$ cat src/hw/rtl/hthermo_pkg.sv
// hthermo_pkg: shared types, codes and constants of the hysteresis thermostat
// depends on nothing; every other file imports it
package hthermo_pkg;

	// apb port geometry: 32-bit data bus, two 8-bit registers at byte addresses 0 and 4
	localparam int unsigned PADDR_W = 3;
	localparam int unsigned PDATA_W = 32;
	localparam int unsigned REG_W   = 8;
	localparam int unsigned REG_SEL_BIT = 2;

	// register indexes
	localparam logic REG_TICKS_PER_SAMPLE   = 1'b0;
	localparam logic REG_STEP_HOLDOFF_TICKS = 1'b1;

	localparam logic [REG_W-1:0] TICKS_PER_SAMPLE_RST   = 8'd50;
	localparam logic [REG_W-1:0] STEP_HOLDOFF_TICKS_RST = 8'd50;

	// item codes
	localparam logic ACT_TICK   = 1'b0;
	localparam logic ACT_BUTTON = 1'b1;

	// button bit positions
	localparam int unsigned BTN_ENABLE  = 0;
	localparam int unsigned BTN_DISABLE = 1;
	localparam int unsigned BTN_UP      = 2;
	localparam int unsigned BTN_DOWN    = 3;

	// field widths
	localparam int unsigned CODE_W = 10;
	localparam int unsigned HYST_W = 7;
	localparam int unsigned BTN_W  = 4;

	localparam logic [HYST_W-1:0] HYST_MIN = 7'd1;
	localparam logic [HYST_W-1:0] HYST_MAX = 7'd99;
	localparam logic [HYST_W-1:0] HYST_RST = 7'd1;
	localparam logic [REG_W-1:0]  TICK_CNT_RST = 8'd50;

	// comparison scaled by 10*401*1023; all terms rearranged to be nonnegative
	//   on : 511500*t + 410223*h < 215443800 + 120300*p
	//   off: 511500*t > 215443800 + 120300*p + 410223*h
	localparam int unsigned CMP_W = 31;
	localparam logic [CMP_W-1:0] TEMP_GAIN = 31'd511500;
	localparam logic [CMP_W-1:0] SETP_GAIN = 31'd120300;
	localparam logic [CMP_W-1:0] HYST_GAIN = 31'd410223;
	localparam logic [CMP_W-1:0] SETP_OFFS = 31'd215443800;

	typedef struct packed {
		logic [REG_W-1:0] ticks_per_sample;
		logic [REG_W-1:0] step_holdoff_ticks;
	} cfg_t;

	typedef struct packed {
		logic turn_on;
		logic turn_off;
	} cmp_t;

endpackage

$ cat src/hw/rtl/hthermo_if.sv
// hthermo_if: valid/ready channels for input items and result beats
// depends on hthermo_pkg for field widths
interface hthermo_item_if;
	import hthermo_pkg::*;
	logic              valid;
	logic              ready;
	logic              action;
	logic [BTN_W-1:0]  buttons;
	logic [CODE_W-1:0] temp_code;
	logic [CODE_W-1:0] setpoint_code;

	modport source (output valid, action, buttons, temp_code, setpoint_code, input ready);
	modport sink (input valid, action, buttons, temp_code, setpoint_code, output ready);
endinterface

interface hthermo_result_if;
	import hthermo_pkg::*;
	logic              valid;
	logic              ready;
	logic              heater_drive;
	logic              enabled;
	logic [HYST_W-1:0] hysteresis_tenths;
	logic              updated;

	modport source (output valid, heater_drive, enabled, hysteresis_tenths, updated, input ready);
	modport sink (input valid, heater_drive, enabled, hysteresis_tenths, updated, output ready);
endinterface

$ cat src/hw/rtl/hthermo_cfg.sv
// hthermo_cfg: apb register file for sample period and step hold-off
// depends on hthermo_pkg
module hthermo_cfg
	import hthermo_pkg::*;
(
	input  logic               clk,
	input  logic               arst_n,
	input  logic               psel,
	input  logic               penable,
	input  logic               pwrite,
	input  logic [PADDR_W-1:0] paddr,
	input  logic [PDATA_W-1:0] pwdata,
	output logic [PDATA_W-1:0] prdata,
	output logic               pready,
	output cfg_t               cfg
);

	logic [REG_W-1:0] ticks_q;
	logic [REG_W-1:0] holdoff_q;
	logic             wr_en;
	logic             reg_sel;

	assign pready  = 1'b1;
	assign wr_en   = psel & penable & pwrite;
	assign reg_sel = paddr[REG_SEL_BIT];

	always_ff @(posedge clk or negedge arst_n) begin
		if (!arst_n) begin
			ticks_q   <= TICKS_PER_SAMPLE_RST;
			holdoff_q <= STEP_HOLDOFF_TICKS_RST;
		end else if (wr_en) begin
			case (reg_sel)
				REG_TICKS_PER_SAMPLE:   ticks_q   <= pwdata[REG_W-1:0];
				REG_STEP_HOLDOFF_TICKS: holdoff_q <= pwdata[REG_W-1:0];
				default: ;
			endcase
		end
	end

	always_comb begin
		case (reg_sel)
			REG_TICKS_PER_SAMPLE:   prdata = PDATA_W'(ticks_q);
			REG_STEP_HOLDOFF_TICKS: prdata = PDATA_W'(holdoff_q);
			default:                prdata = '0;
		endcase
	end

	assign cfg.ticks_per_sample   = ticks_q;
	assign cfg.step_holdoff_ticks = holdoff_q;

endmodule

$ cat src/hw/rtl/hthermo_cmp.sv
// hthermo_cmp: exact scaled-integer compare of temperature against setpoint band
// depends on hthermo_pkg
module hthermo_cmp
	import hthermo_pkg::*;
(
	input  logic [CODE_W-1:0] temp_code,
	input  logic [CODE_W-1:0] setpoint_code,
	input  logic [HYST_W-1:0] hyst,
	output cmp_t              cmp
);

	logic [CMP_W-1:0] temp_term;
	logic [CMP_W-1:0] setp_term;
	logic [CMP_W-1:0] hyst_term;

	assign temp_term = CMP_W'(temp_code) * TEMP_GAIN;
	assign setp_term = SETP_OFFS + CMP_W'(setpoint_code) * SETP_GAIN;
	assign hyst_term = CMP_W'(hyst) * HYST_GAIN;

	// below the lower edge of the band / above the upper edge
	assign cmp.turn_on  = (temp_term + hyst_term) < setp_term;
	assign cmp.turn_off = temp_term > (setp_term + hyst_term);

endmodule

$ cat src/hw/rtl/hthermo_core.sv
// hthermo_core: input register, control state and result register
// depends on hthermo_pkg, hthermo_if and hthermo_cmp
module hthermo_core
	import hthermo_pkg::*;
(
	input  logic                     clk,
	input  logic                     arst_n,
	input  cfg_t                     cfg,
	hthermo_item_if.sink             item,
	hthermo_result_if.source         result
);

	// input stage
	logic              valid_s1;
	logic              action_s1;
	logic [BTN_W-1:0]  buttons_s1;
	logic [CODE_W-1:0] temp_s1;
	logic [CODE_W-1:0] setp_s1;

	// control state
	logic [REG_W-1:0]  tick_cnt_q;
	logic [REG_W-1:0]  holdoff_q;
	logic              enable_q;
	logic              heater_q;
	logic [HYST_W-1:0] hyst_q;

	// result register
	logic              res_valid_q;
	logic              res_heater_q;
	logic              res_enabled_q;
	logic [HYST_W-1:0] res_hyst_q;
	logic              res_updated_q;

	logic              advance;
	logic              fire_s1;
	cmp_t              cmp;

	logic [REG_W-1:0]  tick_cnt_d;
	logic [REG_W-1:0]  tick_dec;
	logic [REG_W-1:0]  holdoff_d;
	logic              enable_d;
	logic              heater_d;
	logic [HYST_W-1:0] hyst_d;
	logic              updated_d;

	assign advance    = ~res_valid_q | result.ready;
	assign fire_s1    = valid_s1 & advance;
	assign item.ready = ~valid_s1 | advance;

	always_ff @(posedge clk or negedge arst_n) begin
		if (!arst_n) begin
			valid_s1 <= 1'b0;
		end else if (item.ready) begin
			valid_s1 <= item.valid;
		end
	end

	always_ff @(posedge clk) begin
		if (item.ready & item.valid) begin
			action_s1  <= item.action;
			buttons_s1 <= item.buttons;
			temp_s1    <= item.temp_code;
			setp_s1    <= item.setpoint_code;
		end
	end

	hthermo_cmp u_cmp (
		.temp_code     (temp_s1),
		.setpoint_code (setp_s1),
		.hyst          (hyst_q),
		.cmp           (cmp)
	);

	assign tick_dec = tick_cnt_q - 1'b1;

	always_comb begin
		tick_cnt_d = tick_cnt_q;
		holdoff_d  = holdoff_q;
		enable_d   = enable_q;
		heater_d   = heater_q;
		hyst_d     = hyst_q;
		updated_d  = 1'b0;
		case (action_s1)
			ACT_TICK: begin
				if (holdoff_q != '0) begin
					holdoff_d = holdoff_q - 1'b1;
				end
				tick_cnt_d = tick_dec;
				if (tick_dec == '0) begin
					tick_cnt_d = cfg.ticks_per_sample;
					updated_d  = 1'b1;
					if (!enable_q) begin
						heater_d = 1'b0;
					end else if (cmp.turn_on) begin
						heater_d = 1'b1;
					end else if (cmp.turn_off) begin
						heater_d = 1'b0;
					end
				end
			end
			ACT_BUTTON: begin
				if (holdoff_q == '0) begin
					if (buttons_s1[BTN_ENABLE]) begin
						enable_d = 1'b1;
					end else if (buttons_s1[BTN_DISABLE]) begin
						enable_d = 1'b0;
					end else if (buttons_s1[BTN_UP] && hyst_q < HYST_MAX) begin
						hyst_d    = hyst_q + 1'b1;
						holdoff_d = cfg.step_holdoff_ticks;
					end else if (buttons_s1[BTN_DOWN] && hyst_q > HYST_MIN) begin
						hyst_d    = hyst_q - 1'b1;
						holdoff_d = cfg.step_holdoff_ticks;
					end
				end
			end
			default: ;
		endcase
	end

	always_ff @(posedge clk or negedge arst_n) begin
		if (!arst_n) begin
			tick_cnt_q <= TICK_CNT_RST;
			holdoff_q  <= '0;
			enable_q   <= 1'b0;
			heater_q   <= 1'b0;
			hyst_q     <= HYST_RST;
		end else if (fire_s1) begin
			tick_cnt_q <= tick_cnt_d;
			holdoff_q  <= holdoff_d;
			enable_q   <= enable_d;
			heater_q   <= heater_d;
			hyst_q     <= hyst_d;
		end
	end

	always_ff @(posedge clk or negedge arst_n) begin
		if (!arst_n) begin
			res_valid_q <= 1'b0;
		end else if (advance) begin
			res_valid_q <= valid_s1;
		end
	end

	always_ff @(posedge clk) begin
		if (fire_s1) begin
			res_heater_q  <= heater_d;
			res_enabled_q <= enable_d;
			res_hyst_q    <= hyst_d;
			res_updated_q <= updated_d;
		end
	end

	assign result.valid             = res_valid_q;
	assign result.heater_drive      = res_heater_q;
	assign result.enabled           = res_enabled_q;
	assign result.hysteresis_tenths = res_hyst_q;
	assign result.updated           = res_updated_q;

endmodule

$ cat src/hw/rtl/hysteresis_thermostat.sv
// hysteresis_thermostat: on/off heater control with a stepped hysteresis band
// an accepted beat goes to the input register, and its result then to the result register
// one item per cycle unless result.ready stalls; state update and band compare sit in one stage
// result register decouples the sides: an empty input register takes a beat while a result waits
// reset: arst_n clears pipeline valids and loads period 50, hold-off 50,
// countdown 50, hysteresis 1 tenth, control disabled, heater off
module hysteresis_thermostat
	import hthermo_pkg::*;
(
	input  logic               clk,
	input  logic               arst_n,
	hthermo_item_if.sink       item,
	hthermo_result_if.source   result,
	input  logic               psel,
	input  logic               penable,
	input  logic               pwrite,
	input  logic [PADDR_W-1:0] paddr,
	input  logic [PDATA_W-1:0] pwdata,
	output logic [PDATA_W-1:0] prdata,
	output logic               pready
);

	// register values shared with the control stage
	cfg_t cfg;

	// apb registers: sample period at byte 0, step hold-off at byte 4
	hthermo_cfg u_cfg (
		.clk     (clk),
		.arst_n  (arst_n),
		.psel    (psel),
		.penable (penable),
		.pwrite  (pwrite),
		.paddr   (paddr),
		.pwdata  (pwdata),
		.prdata  (prdata),
		.pready  (pready),
		.cfg     (cfg)
	);

	// input register, tick/button state machine, band compare, result register
	hthermo_core u_core (
		.clk    (clk),
		.arst_n (arst_n),
		.cfg    (cfg),
		.item   (item),
		.result (result)
	);

endmodule
$ cat src/flat_wrapper.sv
// flat-port wrapper written by rule: the top's interface ports become plain ports
module hysteresis_thermostat_flat import hthermo_pkg::*;
  (clk, arst_n, psel, penable, pwrite, paddr, pwdata, prdata, pready, item_valid, item_action, item_buttons, item_temp_code, item_setpoint_code, item_ready, result_valid, result_heater_drive, result_enabled, result_hysteresis_tenths, result_updated, result_ready);
  hthermo_item_if item_i ();
  hthermo_result_if result_i ();
  input  logic clk;
  input  logic arst_n;
  input  logic psel;
  input  logic penable;
  input  logic pwrite;
  input  logic [PADDR_W-1:0] paddr;
  input  logic [PDATA_W-1:0] pwdata;
  output logic [PDATA_W-1:0] prdata;
  output logic pready;
  input wire logic [$bits(item_i.valid)-1:0] item_valid;
  input wire logic [$bits(item_i.action)-1:0] item_action;
  input wire logic [$bits(item_i.buttons)-1:0] item_buttons;
  input wire logic [$bits(item_i.temp_code)-1:0] item_temp_code;
  input wire logic [$bits(item_i.setpoint_code)-1:0] item_setpoint_code;
  output wire logic [$bits(item_i.ready)-1:0] item_ready;
  output wire logic [$bits(result_i.valid)-1:0] result_valid;
  output wire logic [$bits(result_i.heater_drive)-1:0] result_heater_drive;
  output wire logic [$bits(result_i.enabled)-1:0] result_enabled;
  output wire logic [$bits(result_i.hysteresis_tenths)-1:0] result_hysteresis_tenths;
  output wire logic [$bits(result_i.updated)-1:0] result_updated;
  input wire logic [$bits(result_i.ready)-1:0] result_ready;
  assign item_i.valid = item_valid;
  assign item_i.action = item_action;
  assign item_i.buttons = item_buttons;
  assign item_i.temp_code = item_temp_code;
  assign item_i.setpoint_code = item_setpoint_code;
  assign item_ready = item_i.ready;
  assign result_valid = result_i.valid;
  assign result_heater_drive = result_i.heater_drive;
  assign result_enabled = result_i.enabled;
  assign result_hysteresis_tenths = result_i.hysteresis_tenths;
  assign result_updated = result_i.updated;
  assign result_i.ready = result_ready;
  hysteresis_thermostat u_core (.clk(clk), .arst_n(arst_n), .item(item_i), .result(result_i), .psel(psel), .penable(penable), .pwrite(pwrite), .paddr(paddr), .pwdata(pwdata), .prdata(prdata), .pready(pready));
endmodule
$ cat config.mk
export PLATFORM = sky130hd
export DESIGN_NAME = hysteresis_thermostat_flat
export DESIGN_NICKNAME = d
export VERILOG_FILES = /design/src/hw/rtl/hthermo_pkg.sv /design/src/hw/rtl/hthermo_if.sv /design/src/hw/rtl/hthermo_cfg.sv /design/src/hw/rtl/hthermo_cmp.sv /design/src/hw/rtl/hthermo_core.sv /design/src/hw/rtl/hysteresis_thermostat.sv /design/src/flat_wrapper.sv
export SDC_FILE = /design/constraint.sdc
export NUM_CORES = 1
export LEC_CHECK = 0
export ABC_AREA = 1
export BUFFER_PORTS_ARGS = -buffer_cell sky130_fd_sc_hd__clkbuf_2
export CORE_AREA = 2 2 232 211
export CTS_BUF_LIST = sky130_fd_sc_hd__clkbuf_4 sky130_fd_sc_hd__clkbuf_8
export DETAILED_ROUTE_END_ITERATION = 16
export DIE_AREA = 0 0 234 213
export GPL_TIMING_DRIVEN = 0
export PLACE_DENSITY = 0.6
export SLEW_MARGIN = 15
export SYNTH_ARGS = -nofsm -noshare
export SYNTH_HDL_FRONTEND = slang
export SYNTH_SLANG_ARGS = --single-unit
$ cat constraint.sdc
create_clock -name clk -period 6.8 [get_ports clk]
set_input_delay 0 -clock clk [delete_from_list [all_inputs] [get_ports clk]]
set_output_delay 0 -clock clk [all_outputs]
set_load 0.02 [all_outputs]
Yosys cells after proc, flatten, opt, wreduce, memory -nomap -nowiden. Cells that the tools add are included.

Add/subtract/negate cells: 7. Multiply operators: 3. Order comparisons: 4. Equal/unequal tests: 5. Muxes and demuxes: 25. Bitwise logic cells: 10. Reduce and logical (&&, ||, !) cells: 9.

Operators by type and width (number): 32-bit case mux with 2 select lines (1); 8-bit 2-to-1 mux (7); 7-bit 2-to-1 mux (6); 31-bit by 26-bit adder with 31-bit output (1); 29-bit by 31-bit greater-than comparator with 1-bit output (1); 31-bit < comparator (1); 29-bit by 26-bit adder with 30-bit output (1); 28-bit by 27-bit adder with 29-bit output, first input constant (1); 10-bit by 17-bit multiplier with 27-bit output, second input constant (1); 7-bit by 19-bit multiplier with 26-bit output, second input constant (1); 10-bit by 15-bit multiplier with 25-bit output, second input constant (1); 8-bit zero test (2); 8-bit case mux with 2 select lines (1); 8-bit by 1-bit subtractor with 8-bit output, second input constant (2); 1-bit 2-to-1 mux (10); 8-bit nonzero test (1); 7-bit by 1-bit adder with 7-bit output, second input constant (1); 7-bit by 1-bit greater-than comparator with 1-bit output, second input constant (1); 7-bit < comparator, second input constant (1); 7-bit by 1-bit subtractor with 7-bit output, second input constant (1); 2-bit != test, second input constant (3); 2-bit AND reduction (3); 6-bit AND reduction (1); 1-bit AND (4); other kinds (5) (10).

Register bits after elaboration: 78. Input bits: 67. Output and inout port bits: 45.

Logic depth before layout (Yosys ltp). Gate-level depths: netlist of run 1.

Depth after elaboration: 9. Depth in mapped cells: 52.

By module. From an unflattened synthesis of run 1, not the netlist that was laid out.

Cells, all modules: 2214. Area total of the unflattened synthesis: 16763.6 um2.

By module, submodules not included: hthermo_cmp (times used 1, cells an instance 1731, area each 12608.3 um2, sequential area each 0.0 um2); hthermo_core (times used 1, cells an instance 358, area each 3198.1 um2, sequential area each 1731.7 um2); hthermo_cfg (times used 1, cells an instance 125, area each 957.2 um2, sequential area each 407.9 um2).

Worst setup path before layout of run 1. Ideal clock, no wire load.

Path kind: reg2reg. Start point: register u_core.u_core.setp_s1[7]. End point: register u_core.u_core.res_heater_q, in the netlist u_core.u_core.result.heater_drive, data pin. Setup time: 261 ps. Data arrival time: 7092 ps. Slack: -553 ps. Stages on the path, launching flop included: 48. Path buffers: 0. Cell sequence: edfxtp_1 -> fa_1 -> inv_1 -> fa_1 -> fa_1 -> inv_1 -> fa_1 -> inv_1 -> fa_1 -> inv_1 -> ha_1 -> nand2_1 -> nor2_1 -> inv_1 -> nor2_2 -> nand2_1 -> nand3_1 -> nand2_1 -> [... 12 more ...] -> nand3_1 -> nand2_1 -> o211ai_1 -> nand2_1 -> nand2_1 -> nand3_2 -> nand3_1 -> nand2_1 -> ha_1 -> nand2_1 -> nor3_1 -> nand2_1 -> nand2_1 -> nand2_1 -> nand2_1 -> nand2_1 -> nand2_1 -> nand2_1.

Word-level cells in the longest chain between the ends: 9. Elaborated cells between the ends (all ways): 10. Those cells by class: 2 x add/sub; 1 x mul; 2 x order compare; 5 x mux.

RTL lines: start: declaration (RTL line hthermo_core.sv:18) `logic [CODE_W-1:0] setp_s1;`; start signal: assignment (RTL line hthermo_core.sv:63) `setp_s1 <= item.setpoint_code;`; 10-bit by 15-bit multiplier with 25-bit output * (RTL line hthermo_cmp.sv:17) `assign setp_term = SETP_OFFS + CMP_W'(setpoint_code) * SETP_GAIN;`; 28-bit by 27-bit adder with 29-bit output * (RTL line hthermo_cmp.sv:17); 31-bit by 26-bit adder with 31-bit output (RTL line hthermo_cmp.sv:22) `assign cmp.turn_off = temp_term > (setp_term + hyst_term);`; 29-bit by 31-bit greater-than comparator with 1-bit output (RTL line hthermo_cmp.sv:22); 1-bit 2-to-1 mux (RTL line hthermo_core.sv:96) `end else if (cmp.turn_off) begin`; 1-bit 2-to-1 mux * (RTL line hthermo_core.sv:94) `end else if (cmp.turn_on) begin`; 1-bit 2-to-1 mux * (RTL line hthermo_core.sv:92) `if (!enable_q) begin`; 1-bit 2-to-1 mux * (RTL line hthermo_core.sv:89) `if (tick_dec == '0) begin`; 1-bit 2-to-1 mux * (RTL line hthermo_core.sv:83) `case (action_s1)`; net u_core.u_core.heater_d (RTL line hthermo_core.sv:42) `logic heater_d;`; end signal: assignment (RTL line hthermo_core.sv:146) `res_heater_q <= heater_d;`; end: declaration (RTL line hthermo_core.sv:29) `logic res_heater_q;`.

Mark *: on every way through the listed nets, which the timed path passes. The rest lies on a longest branch. A chain may end at the register's enable or synchronous reset.

Worst setup path after layout of run 1.
Start point: register u_core.u_core.setp_s1[4]. End point: register u_core.u_core.res_heater_q, in the netlist u_core.u_core.result.heater_drive, data pin.

Same word-level chain as after synthesis.

==> flow_summary.json, run 1 <==
{
  "grt_max_degree": 44,
  "final_cell_area_um2": 19500,
  "layout.cells.non_filler": 2970,
  "io_buffers": 59,
  "crit_start": "u_core.u_core.setp_s1[4]",
  "coreArea_um2": 47500,
  "slew_headroom_pct": 35.0,
  "ioPinCount": 112,
  "synth_seq_area_share_pct": 13.0,
  "placed_area_um2": 17800,
  "cts_tree": "done",
  "initial_core_util_pct": 34.7,
  "synth_area_leader_cell": "ha_1",
  "synthAdderAreaFrac_pct": 39.7,
  "first_iter_violations": 705,
  "ys_seq_elements": 78,
  "synth-compound-area-share_pct": 10.6,
  "synth_ff_type": "edfxtp_1",
  "grt_pass1_vias": 14300,
  "cts-buffers-inserted": 9,
  "finalSetupViolations": 2,
  "synth_cells": 2141,
  "nets": 2857,
  "clockBufferDepth": 2,
  "rsz0062_at_grt": "yes",
  "synthArstFlopShare_pct": 55.1,
  "worstSkewPairLatency_ps": 400,
  "critical_path.slowest_cell": "fa_1",
  "reg2reg_depth": 42,
  "place_hpwl_mm": 36.2,
  "synth_warnings": 0,
  "htreeDepth": 3,
  "dieArea_um2": 49800,
  "grt_pass1_wl_mm": 70.9,
  "synth_mux_area_share_pct": 0.0684,
  "die_x_um": 234,
  "die-height_um": 213,
  "num_antenna_cells": 0,
  "vias": 14500,
  "cp_data_arrival_time_ps": 7840,
  "final-hold-violation-count": 0,
  "critPathMaxFanout": 5,
  "crit_required_ps": 6940,
  "skew_ps": 27.9,
  "rows": 76,
  "dp.cells": 2847,
  "setup_ws_ps": -907,
  "rr_endpoint": "u_core.u_core.result.heater_drive",
  "n_fill_cell": 4773,
  "clockRootBuffer": "clkbuf_8",
  "drc": 0,
  "place_congestion": 0.895,
  "cts_sinks": 78,
  "ys_types": 52,
  "start_kind": "flop",
  "tightest_slew_ps": 975,
  "wl_mm": 43.2,
  "maxCapViolCount": 0,
  "firstDrtPassIters": 5,
  "overflow": 0,
  "endpoint_kind": "flop",
  "avgSynthCellArea_um2": 7.68,
  "timing.final.crit_share_pct": 113,
  "final_cell_mix": "nand2_1, inv_1, ha_1, a21oi_1, fa_1",
  "synthSimpleGateAreaFrac_pct": 18.9,
  "hp-class": "in2reg",
  "slew_violations": 0,
  "fmax_ghz": 0.130,
  "crit_path_frequent_cell": "nand2_1",
  "rr_startpoint": "u_core.u_core.setp_s1[4]",
  "antenna_found_initial": 0,
  "synth_area_leaders": "ha_1, fa_1, nand2_1, inv_1, edfxtp_1",
  "drive_gt1_share_pct": 15.8,
  "synthToLayoutAreaGrowth_pct": 18.6,
  "postRouteAntennaNets": 0,
  "failed_checks": "negative setup slack",
  "pre_cts_slack_ps": -1370,
  "drt-wirelength-per-cell_um": 14.6,
  "synth_enable_flop_cells": 35,
  "crit_path_end": "u_core.u_core.result.heater_drive",
  "min_period_ps": 7710,
  "fin_setup_tns_ps": -1800,
  "vias_per_cell": 4.89,
  "outcome": "complete, but fails checks",
  "synth_area_um2": 16500,
  "critical_path_class": "reg2reg",
  "synth_top_area_share_pct": 24.9,
  "track_usage_pct": 17.7,
  "synth_top_family_by_area": "adder cells",
  "mostFrequentLayoutCell": "nand2_1",
  "cts.clk_slew.worst_paths_ps": 100,
  "synth-xor-area-share_pct": 6.92,
  "rrSetupSlack_ps": -910,
  "slowest_delay_ps": 570
}
==> critical path: cells and delay by family (launching register included) <==
kind	cells	cell delay, ps
adder cells (fa/ha/maj)	8	3310
AND/OR/NAND/NOR	20	1900
AO/OA/AOI/OAI	6	900
buffers and inverters	7	760
flip-flops	1	440
XOR/XNOR	1	130
==> area by class of cell <==
class / instances / area [um2] / share of cell area [%]
buffer: 33 / 219 / 1.12
inverter: 412 / 1550 / 7.93
multi-input combinational: 1641 / 13400 / 68.9
clock inverter: 4 / 26.3 / 0.135
timing repair buffer: 166 / 1190 / 6.11
clock buffer: 12 / 159 / 0.814
sequential: 78 / 2140 / 11.0
tap: 624 / 781 / 4.00
==> worst min-delay path by stage <==
stage	slack, ps	depth (start not counted)	start	endpoint
5_1_grt	220	5	pwrite	u_core.u_cfg.holdoff_q[4]
3_5_place_dp	180	1	item_temp_code[6]	u_core.u_core.temp_s1[6]
2_1_floorplan	-300	0	arst_n	u_core.u_cfg.holdoff_q[0]
3_3_place_gp	180	1	item_setpoint_code[6]	u_core.u_core.setp_s1[6]
6_report	190	5	pwrite	u_core.u_cfg.holdoff_q[4]
4_1_cts	150	5	pwrite	u_core.u_cfg.holdoff_q[4]
==> cell families (layout without fill, tap and decap cells) <==
kind of cell,after synthesis,count (layout)
AO/OA/AOI/OAI,317,317
multiplexers,1,1
buffers and inverters,445,627
other,2,25
adder cells (fa/ha/maj),449,449
flip-flops,78,78
AND/OR/NAND/NOR,719,719
XOR/XNOR,130,130
==> timing repair <==
item,in CTS,in global routing
hold buffers,37,0
gates resized for setup,74,64
pin swaps,41,38
endpoints found under the hold margin,76,0
setup endpoints to repair,2,2
buffers inserted,55,15
==> sequential cells by signal, indices dropped and copies added, names as in the netlist, 4 cells and up <==
register                                count
u_core.u_cfg.ticks_q                        8
u_core.u_core.setp_s1                      10
u_core.u_core.buttons_s1                    4
u_core.u_core.holdoff_q                     8
u_core.u_core.hyst_q                        7
u_core.u_core.temp_s1                      10
u_core.u_core.tick_cnt_q                    8
u_core.u_core.result.hysteresis_tenths      7
u_core.u_cfg.holdoff_q                      8
==> synth_stat cells (all sizes together), types with 4 or more instances <==
library cell,count
o211ai,10
or2,4
nand3b,6
nand4,30
a21oi,145
clkbuf,7
o21bai,10
nand2,440
buf,26
xnor2,44
a31oi,15
nor2,102
ha,328
xor2,86
o21ai,109
nor4,9
fa,121
dfrtp,33
edfxtp,35
dfstp,10
o221ai,5
nand3,97
nor3,26
a21o,6
inv,410
==> routing by layer <==
layer | vias to the layer above | track usage, % | wire length, um
li1 | 7346 | - | -
met1 | 6888 | 25.2 | 21200
met2 | 274 | 28.5 | 19700
met3 | 29 | 2.38 | 1760
met4 | 0 | 3.69 | 568
met5 | - | 0 | 0
==> metrics by stage <==
step | util [%] | hold WS [ps]
after floorplan | - | -296
after CTS | 40.3 | 155
final | 41.1 | 190
after global placement | 37.6 | 177
after detailed placement | 37.6 | 179
after global routing | 41.1 | 225
Power of run 1 is not shown: default switching activity piles up to over one toggle a cycle in this logic, so the estimate is an artifact.
==> inputs of run 2 (changes only) <==
- CORE_AREA: 2 2 232 211 -> 2 2 263 187
- DIE_AREA: 0 0 234 213 -> 0 0 265 189
- PLACE_DENSITY: 0.6 -> 0.59
==> run 2 against run 1 <==
Via count barely moved. Register-to-register slack lost 50 ps. Fmax decreased by 0.64%. The flow still finishes with violations (negative setup slack). Cell count is 0.13% higher. Non-clock buffer count increased by 7. Sequential cell count unchanged.
==> flow_summary.json, run 2 (synthesis gave the netlist of run 1 again) <==
{
  "outcome": "complete, but fails checks",
  "failed_checks": "negative setup slack",
  "wl_mm": 43.7,
  "cts_sinks": 78,
  "tightest_slew_ps": 982,
  "coreArea_um2": 47400,
  "crit_family": "adder cells",
  "drt-wirelength-per-cell_um": 14.7,
  "die_x_um": 265,
  "multi_input_area_um2": 13400,
  "grt_pass1_vias": 14000,
  "path_buf_inv": 14,
  "postRouteAntennaNets": 0,
  "final_util_pct": 41.3,
  "num_antenna_cells": 0,
  "fin_setup_tns_ps": -1870,
  "reg_top3": "u_core.u_core.setp_s1 (10), u_core.u_core.temp_s1 (10)",
  "ioPinCount": 112,
  "rrSetupSlack_ps": -960,
  "pre_cts_slack_ps": -1500,
  "finalSetupViolations": 2,
  "drc": 0,
  "setup_ws_ps": -956,
  "endpoint_kind": "flop",
  "htreeDepth": 3,
  "grt_max_degree": 44,
  "critPathMaxFanout": 5,
  "drive_gt1_share_pct": 16.2,
  "worst_hold_slack_ps": 157,
  "grt_pass1_wl_mm": 71.1,
  "mostFrequentLayoutCell": "nand2_1",
  "crit_cells": 42,
  "start_kind": "flop",
  "die-height_um": 189,
  "min_period_ps": 7760,
  "reg2reg_depth": 42,
  "timing.final.crit_share_pct": 114,
  "overflow": 0,
  "final_cell_mix": "nand2_1, inv_1, ha_1, a21oi_1, fa_1",
  "use_met1_pct": 27.2,
  "first_iter_violations": 862,
  "skew_ps": 23.9,
  "vias": 14500,
  "rows": 67,
  "clockBufferDepth": 2,
  "crit_required_ps": 7140,
  "n_fill_cell": 4807,
  "place_hpwl_mm": 36.7,
  "vias_per_cell": 4.89,
  "initial_core_util_pct": 34.7,
  "cts.clk_slew.worst_paths_ps": 110,
  "crit_path_frequent_cell": "buf_4",
  "nets": 2864,
  "min_path_cells": 5,
  "hp-class": "in2reg",
  "cts_tree": "done",
  "clockRootBuffer": "clkbuf_8",
  "slew_headroom_pct": 34.6,
  "globalRouteMet2Util_pct": 26.0,
  "rsz0062_at_grt": "yes",
  "worstSkewPairLatency_ps": 410,
  "cp_data_arrival_time_ps": 8100,
  "grt_use_met3_pct": 2.24,
  "slew_violations": 0,
  "grt.busiest_layer": "met1",
  "cts-buffers-inserted": 9,
  "synthToLayoutAreaGrowth_pct": 19.1,
  "maxCapViolCount": 0,
  "place_congestion": 0.921,
  "fmax_ghz": 0.129,
  "final-hold-violation-count": 0,
  "slowest_delay_ps": 570,
  "io_buffers": 59,
  "critical_path_class": "reg2reg",
  "register_area_um2": 2150,
  "dieArea_um2": 50100,
  "antenna_found_initial": 0,
  "firstDrtPassIters": 5,
  "track_usage_pct": 17.6,
  "critical_path.slowest_cell": "fa_2"
}
## run 2: cell types whose count changed in the layout (fill, tap and decap cells not counted), moves of 3 or more
cell / change
xor2_1: +3
nand2_2: +4
xor2_2: -3
ha_1: +6
buf_4: +5
clkinvlp_4: +3
nor3_2: +3
ha_2: -3
ha_4: -3
nand2_1: -3
o21ai_1: -3
## run 2: metal layers
layer | share of wire [%] | wire length [um]
met5 | 0 | 0
met4 | 1.1 | 490
met3 | 5.5 | 2420
met2 | 41 | 18000
met1 | 52 | 22800
## run 2: layout make-up
type	count	area share, %
buffer	33	1.12
timing repair buffer	173	6.38
inverter	412	7.95
clock inverter	7	0.396
tap	621	3.96
multi-input combinational	1641	68.6
clock buffer	9	0.632
sequential	78	10.9
## run 2: final timing paths
check	startpoint	end
setup / recovery	u_core.u_core.setp_s1[4]	u_core.u_core.heater_q
hold / removal	pwrite	u_core.u_cfg.holdoff_q[4]
min in group asynchronous	arst_n	u_core.u_core.hyst_q[2]
hold reg to reg	u_core.u_cfg.ticks_q[0]	u_core.u_cfg.ticks_q[0]
max in group asynchronous	arst_n	u_core.u_core.hyst_q[3]
setup reg to reg	u_core.u_core.setp_s1[4]	u_core.u_core.heater_q
## run 2: through the flow
stage | area (um2) | cells
after CTS | 19100 | 2945
final | 19600 | 2974
after detailed placement | 17800 | 2844
after floorplan | 16700 | 2164
after global routing | 19600 | 2974
after global placement | 17800 | 2844
## run 2: timing repair
action / in CTS / in global routing
buffers inserted: 48 / 29
hold buffers: 38 / 0
pin swaps: 54 / 41
resized for setup: 70 / 76
hold endpoints to repair: 76 / 0
endpoints found under the setup margin: 2 / 2
## run 2: worst reg2reg max path: cells and delay by family (launching register included)
kind / cells / cell delay, ps
adder cells (fa/ha/maj): 7 / 3140
AND/OR/NAND/NOR: 15 / 1390
AO/OA/AOI/OAI: 6 / 1030
buffers and inverters: 14 / 1660
flip-flops: 1 / 430
Power of run 2 is left out for the same reason.
==> inputs of run 3 (changes only) <==
- CELL_PAD_IN_SITES_DETAIL_PLACEMENT: unset -> 0
- CELL_PAD_IN_SITES_GLOBAL_PLACEMENT: unset -> 1
- PLACE_DENSITY: 0.59 -> 0.73
==> run 3 against run 2 <==
The flow still finishes with violations (negative setup slack). Count of clock-buffer cells in the layout unchanged. Non-clock buffer count rose by 1. Clock skew is 4.8 ps higher. Routed wire length is 4.0% higher. Design area up 0.77%. Critical path type unchanged. Highest routed layer unchanged.
==> flow_summary.json, run 3 (synthesis gave the netlist of run 1 again) <==
{
  "outcome": "complete, but fails checks",
  "failed_checks": "negative setup slack",
  "wl_mm": 45.4,
  "firstDrtPassIters": 5,
  "crit_path_frequent_cell": "buf_4",
  "die-height_um": 189,
  "reg2reg_depth": 43,
  "reg_top3": "u_core.u_core.setp_s1 (10), u_core.u_core.temp_s1 (10)",
  "synthToLayoutAreaGrowth_pct": 20.0,
  "setup_ws_ps": -935,
  "coreArea_um2": 47400,
  "finalSetupViolations": 2,
  "grt_pass1_vias": 13900,
  "min_path_cells": 5,
  "vias": 14500,
  "mostFrequentLayoutCell": "nand2_1",
  "cts.clk_slew.worst_paths_ps": 120,
  "antenna_found_initial": 1,
  "start_kind": "flop",
  "pre_cts_slack_ps": -1530,
  "drt-wirelength-per-cell_um": 15.3,
  "holdCritStartpoint": "pwrite",
  "slew_headroom_pct": 32.4,
  "place_congestion": 0.914,
  "skew_ps": 28.7,
  "final-hold-violation-count": 0,
  "worstSkewPairLatency_ps": 420,
  "critical_path.slowest_cell": "fa_2",
  "postRouteAntennaNets": 0,
  "slew_violations": 0,
  "worst_hold_slack_ps": 131,
  "drc": 0,
  "htreeDepth": 3,
  "slowest_delay_ps": 650,
  "track_usage_pct": 18.3,
  "rr_startpoint": "u_core.u_core.setp_s1[7]",
  "rr_endpoint": "u_core.u_core.heater_q",
  "nets": 2865,
  "place_hpwl_mm": 37.8,
  "final_cell_area_um2": 19700,
  "crit_required_ps": 7150,
  "endpoint_kind": "flop",
  "cts_tree": "done",
  "clockRootBuffer": "clkbuf_8",
  "first_iter_violations": 938,
  "rows": 67,
  "grt_max_degree": 44,
  "critPathMaxFanout": 5,
  "die_x_um": 265,
  "tightest_slew_ps": 1010,
  "overflow": 0,
  "timing.final.crit_share_pct": 114,
  "fmax_ghz": 0.129,
  "cts_sinks": 78,
  "final_cell_mix": "nand2_1, inv_1, ha_1, a21oi_1, fa_1",
  "cts-buffers-inserted": 9,
  "hp-class": "in2reg",
  "placed_area_um2": 17800,
  "initial_core_util_pct": 34.7,
  "maxCapViolCount": 0,
  "ioPinCount": 112,
  "dp.cells": 2844,
  "min_to": "u_core.u_cfg.ticks_q[5]",
  "n_fill_cell": 4858,
  "cp_data_arrival_time_ps": 8080,
  "rsz0062_at_grt": "yes",
  "layout.cells.non_filler": 2976,
  "drive_gt1_share_pct": 16.9,
  "dieArea_um2": 50100,
  "clockBufferDepth": 2,
  "rrSetupSlack_ps": -930,
  "io_buffers": 59,
  "critical_path_class": "reg2reg",
  "vias_per_cell": 4.86,
  "grt_pass1_wl_mm": 73.0,
  "min_period_ps": 7730
}
run 3: what timing repair did:
| item | in CTS | in global routing |
|---|---|---|
| hold buffers | 38 | 0 |
| buffers inserted | 49 | 28 |
| resized for setup | 77 | 94 |
| hold endpoints to repair | 76 | 0 |
| setup endpoints to repair | 2 | 2 |
| pin swaps | 47 | 55 |
run 3: worst max path at each step:
stage	start	endpoint	slack, ps
2_1_floorplan	u_core.u_core.setp_s1[7]	u_core.u_core.result.heater_drive	-50
3_3_place_gp	u_core.u_core.setp_s1[4]	u_core.u_core.heater_q	-1540
3_5_place_dp	u_core.u_core.setp_s1[4]	u_core.u_core.heater_q	-1530
4_1_cts	u_core.u_core.temp_s1[7]	u_core.u_core.heater_q	-880
5_1_grt	u_core.u_core.hyst_q[4]	u_core.u_core.heater_q	-1330
6_report	u_core.u_core.setp_s1[7]	u_core.u_core.heater_q	-930
run 3: final cells by class:
class                   count  area (um2)  share of cell area (%)
diodes                      1        2.50                  0.0127
multi-input cells        1641       13600                    68.6
plain buffers              33         219                    1.11
clock buffers               9         124                   0.627
clock inverters             7         103                   0.520
well taps                 621         777                    3.93
flip-flops and latches     78        2150                    10.9
inverters                 412        1560                    7.89
repair buffers            174        1260                    6.41
run 3: metrics by stage:
step / TNS [ps] / utilization [%]
floorplan: -95.0 / -
global placement: -3060 / 37.6
detailed placement: -3000 / 37.6
CTS: -1750 / 40.3
global route: -2580 / 41.6
finish: -1840 / 41.6
run 3: worst max-delay path, delay by kind of cell, from the launching register on:
kind | cells | cell delay (ps)
buf+inv | 12 | 1460
compound gates | 5 | 650
xor+xnor | 1 | 140
simple gates | 18 | 1620
fa+ha+maj | 7 | 3280
flops | 1 | 510
run 3: routing by layer:
metal	global-route usage (%)	up-vias	part of all wire, %
li1	-	7364	-
met1	28.4	6784	53
met2	25.4	290	39
met3	4.21	34	6.5
met4	3.32	0	1.2
met5	0	-	0
Power of run 3 is left out for the same reason.
